$ cat config.mk
export PLATFORM = sky130hd
export DESIGN_NAME = lras_ctrl
export DESIGN_NICKNAME = d
export VERILOG_FILES = /design/src/hdl/lras_pkg.sv /design/src/hdl/lras_ctrl.sv
export SDC_FILE = /design/constraint.sdc
export NUM_CORES = 1
export LEC_CHECK = 0
export CAP_MARGIN = 25
export CORE_MARGIN = 1
export CORE_UTILIZATION = 30
export DETAILED_ROUTE_END_ITERATION = 10
export DONT_BUFFER_PORTS = 1
export PLACE_DENSITY = 0.44
export SLEW_MARGIN = 20
export SYNTH_ARGS = -nofsm -noshare
export SYNTH_HDL_FRONTEND = slang
export SYNTH_SLANG_ARGS = --single-unit
$ cat constraint.sdc
create_clock -name clk_i -period 1.5 [get_ports clk_i]
set_input_delay 0.075 -clock clk_i [delete_from_list [all_inputs] [get_ports clk_i]]
set_output_delay 0.075 -clock clk_i [all_outputs]
set_load 0.02 [all_outputs]
$ cat src/hdl/lras_pkg.sv
package lras_pkg;

  localparam int unsigned Size     = 1024;
  localparam int unsigned IdxW     = 11;
  localparam int unsigned AmtW     = 32;
  localparam int unsigned SumW     = 64;
  localparam int unsigned WinStW   = 10;
  localparam int unsigned MemDepth = 2048;
  localparam int unsigned CfgW     = 11;

  localparam logic FuncAdd = 1'b0;
  localparam logic FuncSum = 1'b1;

  localparam logic RegWinStart = 1'b0;
  localparam logic RegWinEnd   = 1'b1;

  typedef struct packed {
    logic clr_start;
    logic clr_step;
    logic load;
    logic res_clr;
    logic pt_init;
    logic qinit;
    logic sel;
    logic rd;
    logic wr;
    logic qacc;
    logic mul;
    logic fin;
    logic out_load;
  } cmd_t;

  typedef struct packed {
    logic clr_done;
    logic live;
    logic func;
    logic r_full;
    logic upd_more;
    logic idx_zero;
    logic out_busy;
    logic cfg_hit;
  } status_t;

endpackage

$ cat src/hdl/lras_ctrl.sv
module lras_ctrl (
  input  logic              clk_i,
  input  logic              rst_ni,
  input  lras_pkg::status_t stat_i,
  input  logic              in_valid_i,
  output logic              in_ready_o,
  output lras_pkg::cmd_t    cmd_o
);

  localparam logic [3:0] StClear = 4'd0;
  localparam logic [3:0] StIdle  = 4'd1;
  localparam logic [3:0] StDisp  = 4'd2;
  localparam logic [3:0] StUInit = 4'd3;
  localparam logic [3:0] StURd   = 4'd4;
  localparam logic [3:0] StUWr   = 4'd5;
  localparam logic [3:0] StQInit = 4'd6;
  localparam logic [3:0] StQRd   = 4'd7;
  localparam logic [3:0] StQAcc  = 4'd8;
  localparam logic [3:0] StQMul  = 4'd9;
  localparam logic [3:0] StQFin  = 4'd10;
  localparam logic [3:0] StOut   = 4'd11;

  logic [3:0] state_q, state_d;
  logic       sel_q, sel_d;

  assign in_ready_o = (state_q == StIdle) & ~stat_i.cfg_hit;

  always_comb begin
    state_d = state_q;
    sel_d   = sel_q;
    cmd_o   = '0;
    cmd_o.sel = sel_q;
    unique case (state_q)
      StClear: begin
        cmd_o.clr_step = 1'b1;
        if (stat_i.clr_done) state_d = StIdle;
      end
      StIdle: begin
        if (in_valid_i && in_ready_o) begin
          cmd_o.load = 1'b1;
          state_d    = StDisp;
        end
      end
      StDisp: begin
        sel_d = 1'b0;
        if (!stat_i.live) begin
          if (stat_i.func == lras_pkg::FuncSum) begin
            cmd_o.res_clr = 1'b1;
            state_d       = StOut;
          end else begin
            state_d = StIdle;
          end
        end else if (stat_i.func == lras_pkg::FuncSum) begin
          state_d = StQInit;
        end else begin
          state_d = StUInit;
        end
      end
      StUInit: begin
        if (sel_q && stat_i.r_full) begin
          state_d = StIdle;
        end else begin
          cmd_o.pt_init = 1'b1;
          state_d       = StURd;
        end
      end
      StURd: begin
        cmd_o.rd = 1'b1;
        state_d  = StUWr;
      end
      StUWr: begin
        cmd_o.wr = 1'b1;
        if (stat_i.upd_more) begin
          state_d = StURd;
        end else if (!sel_q) begin
          sel_d   = 1'b1;
          state_d = StUInit;
        end else begin
          state_d = StIdle;
        end
      end
      StQInit: begin
        cmd_o.qinit = 1'b1;
        state_d     = StQRd;
      end
      StQRd: begin
        if (stat_i.idx_zero) begin
          state_d = StQMul;
        end else begin
          cmd_o.rd = 1'b1;
          state_d  = StQAcc;
        end
      end
      StQAcc: begin
        cmd_o.qacc = 1'b1;
        state_d    = StQRd;
      end
      StQMul: begin
        cmd_o.mul = 1'b1;
        state_d   = StQFin;
      end
      StQFin: begin
        cmd_o.fin = 1'b1;
        if (!sel_q) begin
          sel_d   = 1'b1;
          state_d = StQInit;
        end else begin
          state_d = StOut;
        end
      end
      StOut: begin
        if (!stat_i.out_busy) begin
          cmd_o.out_load = 1'b1;
          state_d        = StIdle;
        end
      end
      default: state_d = StClear;
    endcase
    if (stat_i.cfg_hit) begin
      cmd_o          = '0;
      cmd_o.clr_start = 1'b1;
      state_d        = StClear;
    end
  end

  always_ff @(posedge clk_i or negedge rst_ni) begin
    if (!rst_ni) begin
      state_q <= StClear;
      sel_q   <= 1'b0;
    end else begin
      state_q <= state_d;
      sel_q   <= sel_d;
    end
  end

endmodule

# Yosys cells after proc, flatten, opt, wreduce, memory -nomap -nowiden
# Cells that the tools add are included.
# word_totals
reg_bits,5
latchBits,0
ram_bits,0
mem_bits_ro,0
in_bits,11
output_inout_bits,14
wordCells,59
memories,0
# classes
addsub,0
multipliers,0
div_mod_pow,0
magnitude_cmp,0
n_eq_ne,15
shifts,0
muxes,33
bitwise_logic,2
n_reduce_logical,7
# ops
cell,n
case mux 4 bit (11 select lines),1
two-way mux 4 bit,8
two-way mux 1 bit,18
"== test 4 x 3 -> 1 bit, second input constant",4
"== test 4 bit, second input constant",4
two-way mux 13 bit,1
"== test 4 x 2 -> 1 bit, second input constant",2
two-way mux 3 bit,2
"inequality test 3 bit, second input constant",2
"== test 4 x 1 -> 1 bit, second input constant",1
logical NOT 4 bit,1
"inequality test 3 x 2 -> 1 bit, second input constant",1
case mux 1 bit (3 select lines),1
AND reduction 3 bit,1
nonzero test 3 bit,1
logical AND 1 bit,2
two-way mux 2 bit,1
"inequality test 2 bit, second input constant",1
case mux 1 bit (2 select lines),1
AND reduction 2 bit,1
OR reduction 2 bit,1
bitwise AND 1 bit,1
NOT 1 bit,1

# Longest topological paths before layout
# depth
ltp_word,6
ltp_mapped,6
mapped_depth_nobuf,5

# Worst setup path after synthesis
# No wires, ideal clock.
# synth_timing
path_type,register to output
startpoint,reg state_q[3]
endpoint,out cmd_o[5] in the netlist's numbering
arrival_time_ps,1460
t_required_ps,1425
setup_slack_ps,-35
path_stages_with_launch,5
path_cell_list,dfrtp_1 buf_4 buf_2 or3b_2 nor2_1
# synth_lines
item,line_no,text
from (decl),lras_ctrl.sv:23,"logic [3:0] state_q, state_d;"
from (signal assigned),lras_ctrl.sv:128,state_q <= StClear;
from (signal assigned),lras_ctrl.sv:131,state_q <= state_d;
to (decl),lras_ctrl.sv:7,output lras_pkg::cmd_t cmd_o

# Final worst setup path
# layout_timing
startpoint,reg state_q[3]
endpoint,reg state_q[1]
# layout_between
elab_chain_len,5
elab_cells_between_ends,21
cone_classes,14 x eq/ne; 2 x mux; 1 x bitwise; 4 x reduce/logical
# layout_lines
item,line_no,text
== test 4 x 1 -> 1 bit,"lras_ctrl.sv:26, lras_ctrl.sv:33",
bitwise AND 1 bit,lras_ctrl.sv:26,assign in_ready_o = (state_q == StIdle) & ~stat_i.cfg_hit;
logical AND 1 bit,lras_ctrl.sv:39,if (in_valid_i && in_ready_o) begin
inequality test 3 x 2 -> 1 bit (no line),--,
AND reduction 3 bit (no line),--,
# Parallel ways exist; a longest one is shown, timed or not.
# A chain may end at the register's enable or synchronous reset.

==> results_dict.tcl <==
set metrics [dict create \
    crit_type "flop to flop" \
    wl_um 1770 \
    ys_seq_area_frac 0.209 \
    maxSlewHeadroom 0.799 \
    grt_max_degree 21 \
    grt_use_total 0.185 \
    ys_types 35 \
    power_leakage_nw 0.369 \
    fin_skew_ns 0.00398 \
    async_reset_ff_frac 1.00 \
    vias 704 \
    p_per_area_mw_per_mm2 846 \
    antenna_found_initial 0 \
    power.share.combinational 0.526 \
    rsz0062_at_grt "true" \
    start_kind "flop" \
    first_iter_violations 14 \
    gp_congestion 0.804 \
    swShare 0.426 \
    clock_power_share 0.202 \
    mappedNetlistArea_um2 598 \
    num_antenna_cells 0 \
    cts_tree "yes" \
    fp.dieH_um 46.7 \
    viasPerCell 5.37 \
    htreeDepth 1 \
    synth_area_leaders "dfrtp_1 21%, nor2_1 8.8%, nand2b_1 5.2%, o21ai_0 5.0%, nand2_1 5.0%" \
    final-seq-area_um2 126 \
    gr-total-overflow 0 \
    hpwl_um 1290 \
    multi_input_area_um2 505 \
    worstSkewPairLatency_ns 0.25 \
    worstPathArrival_ns 1.70 \
    dr.pass1.iters 4 \
    nets 118 \
    drive_above_1_share 0.481 \
    pwr-share-seq 0.272 \
    areaGrowthSynthToFinish_pct 55.2 \
    synth-main-ff-cell "dfrtp_1" \
    worst-path-max-fanout 3 \
    fillers 184 \
    placedCellCount 120 \
    hp-class "input port to flop" \
    fin_ws_ns -0.0570 \
    cts-root-buf "clkbuf_4" \
    min_period_over_period 1.04 \
    drv_cap 0 \
    peakVddDrop_uv 509 \
    die_area_mm2 0.00218 \
    grt_pass1_wl_um 2730 \
    slowest_stage "or3_4" \
    synthDominantCellAreaShare 0.209 \
    wl_per_cell_um 13.5 \
    design.core.area_mm2 0.00180 \
    p_switching_mw 0.335 \
    max_freq_mhz 642 \
    min_period_ns 1.56 \
    final_antenna_net_count 0 \
    synth.avg_cell_area_um2 7.12 \
    finalHoldViolCount 0 \
    std_cell_rows 15 \
    finalPower_mw 0.786 \
    slew_violations 0 \
    remaining_drc_errors 0 \
    ys_warn_count 0 \
    cp-end-kind "flop" \
    die_x_um 46.7 \
    status "finished with violations" \
    violations "setup timing" \
    intPower_mw 0.451 \
    cts.path.max_buffers 2 \
    cp_cell_sequence "or3_4 -> buf_6 -> o31ai_4 -> nor2_2 -> a22o_1" \
    synth_top_cell_by_area "dfrtp_1" \
    ys_seq_elements 5 \
    clk_pin_slew_worst_paths_ns 0.05 \
    syn-num-nets 95 \
    worstPathRequired_ns 1.64 \
    netlist_instances 84 \
    io_buffers 0 \
    crit_path_max_incr_delay_ns 0.41 \
    setup_viol 9 \
    cts_buffers 3 \
    synth_edf_count 0 \
    tightest_slew_ns 0.301 \
    stdcell_count 131 \
    cts_sinks 5 \
    io-pin-count 25 \
    grt_pass1_vias 611 \
    initial_core_util 0.332 \
]
==> worst paths after layout <==
kind	slack, ns	endpoint	from	cells after the start
max	-0.06	state_q[1]	state_q[3]	5
min	0.06	state_q[3]	stat_i[0]	2
max reg2reg	-0.06	state_q[1]	state_q[3]	5
min reg2reg	0.70	sel_q	sel_q	2
max in group asynchronous	1.18	state_q[0]	rst_ni	1
min in group asynchronous	0.12	state_q[3]	rst_ni	1
==> metrics by stage <==
stage	worst slack [ns]	utilization	cell area [um2]	setup TNS (ns)	hold WS [ns]
global placement	0.0869	0.426	767	0	-0.220
floorplan	-0.0351	-	611	-0.0702	-0.221
global route	-0.114	0.515	928	-1.09	0.0459
detailed placement	0.0763	0.426	767	0	-0.220
CTS	-0.0623	0.481	867	-0.522	0.0507
finish	-0.0570	0.515	928	-0.280	0.0629
==> critical path, delay by kind of cell, from the launching register on <==
family	cells	cell delay, ns
AOI/OAI and AO/OA	2	0.42
buffers and inverters	1	0.13
DFF	1	0.40
and+or+nand+nor	2	0.49
==> power groups by stage <==
| stage | Clock [mW] | Sequential, mW | Combinational, mW |
|---|---|---|---|
| after global routing | 0.178 | 0.219 | 0.445 |
| after global placement | 0 | 0.217 | 0.351 |
| after CTS | 0.163 | 0.212 | 0.389 |
| after detailed placement | 0 | 0.214 | 0.352 |
| final | 0.159 | 0.214 | 0.413 |
| after floorplan | 0 | 0.189 | 0.255 |
==> cells in the final DEF, fill, tap and decap left out, types with 2 or more instances in the layout <==
master,instances
nand2b_1,4
buf_6,4
buf_12,2
buf_4,19
nor3b_1,2
nand3b_1,2
nor2_2,3
nor3_2,4
and2_4,2
nand2_1,8
a22oi_1,2
o21ai_0,6
a31oi_1,2
o31a_1,2
nor2_4,3
dfrtp_1,4
nor2_1,9
clkbuf_4,3
a21oi_1,3
==> cell usage after synthesis, types with 2 or more instances <==
cell type	number
nor2_1	14
nand2b_1	5
a22oi_1	2
nor3b_1	2
buf_2	4
nand3b_1	2
nand2_1	8
a31oi_1	2
nor3_1	5
o31a_1	2
dfrtp_1	5
a21oi_1	3
o21ai_0	6
clkbuf_1	2
buf_4	2
==> state kept, by name, indices dropped and copies added, names as in the netlist <==
name     count
state_q      4
sel_q        1
==> routing by layer <==
metal  part of all wire  GRT usage
met3              0.088     0.0667
met2               0.46      0.281
met5                  0          0
met4              0.013     0.0514
met1               0.43      0.246
==> logic make-up after synthesis <==
logic type	share of synthesized area
and+or+nand+nor	0.408
buffers and inverters	0.0711
AOI/OAI and AO/OA	0.312
DFF	0.209
==> cell type report <==
type | instances | share of cell area
Sequential cell | 5 | 0.136
Multi-Input combinational cell | 71 | 0.544
Clock buffer | 3 | 0.0243
Clock inverter | 1 | 0.00539
Timing Repair Buffer | 26 | 0.256
Tap cell | 25 | 0.0337
==> what timing repair did <==
item | 4_1_cts | 5_1_grt
gates resized for setup | 11 | 11
pin swaps | 5 | 6
buffers inserted | 3 | 3
setup endpoints to repair | 11 | 16
endpoints found under the hold margin | 5 | 0
hold buffers | 1 | 0
(Power assumes the default switching activity.)
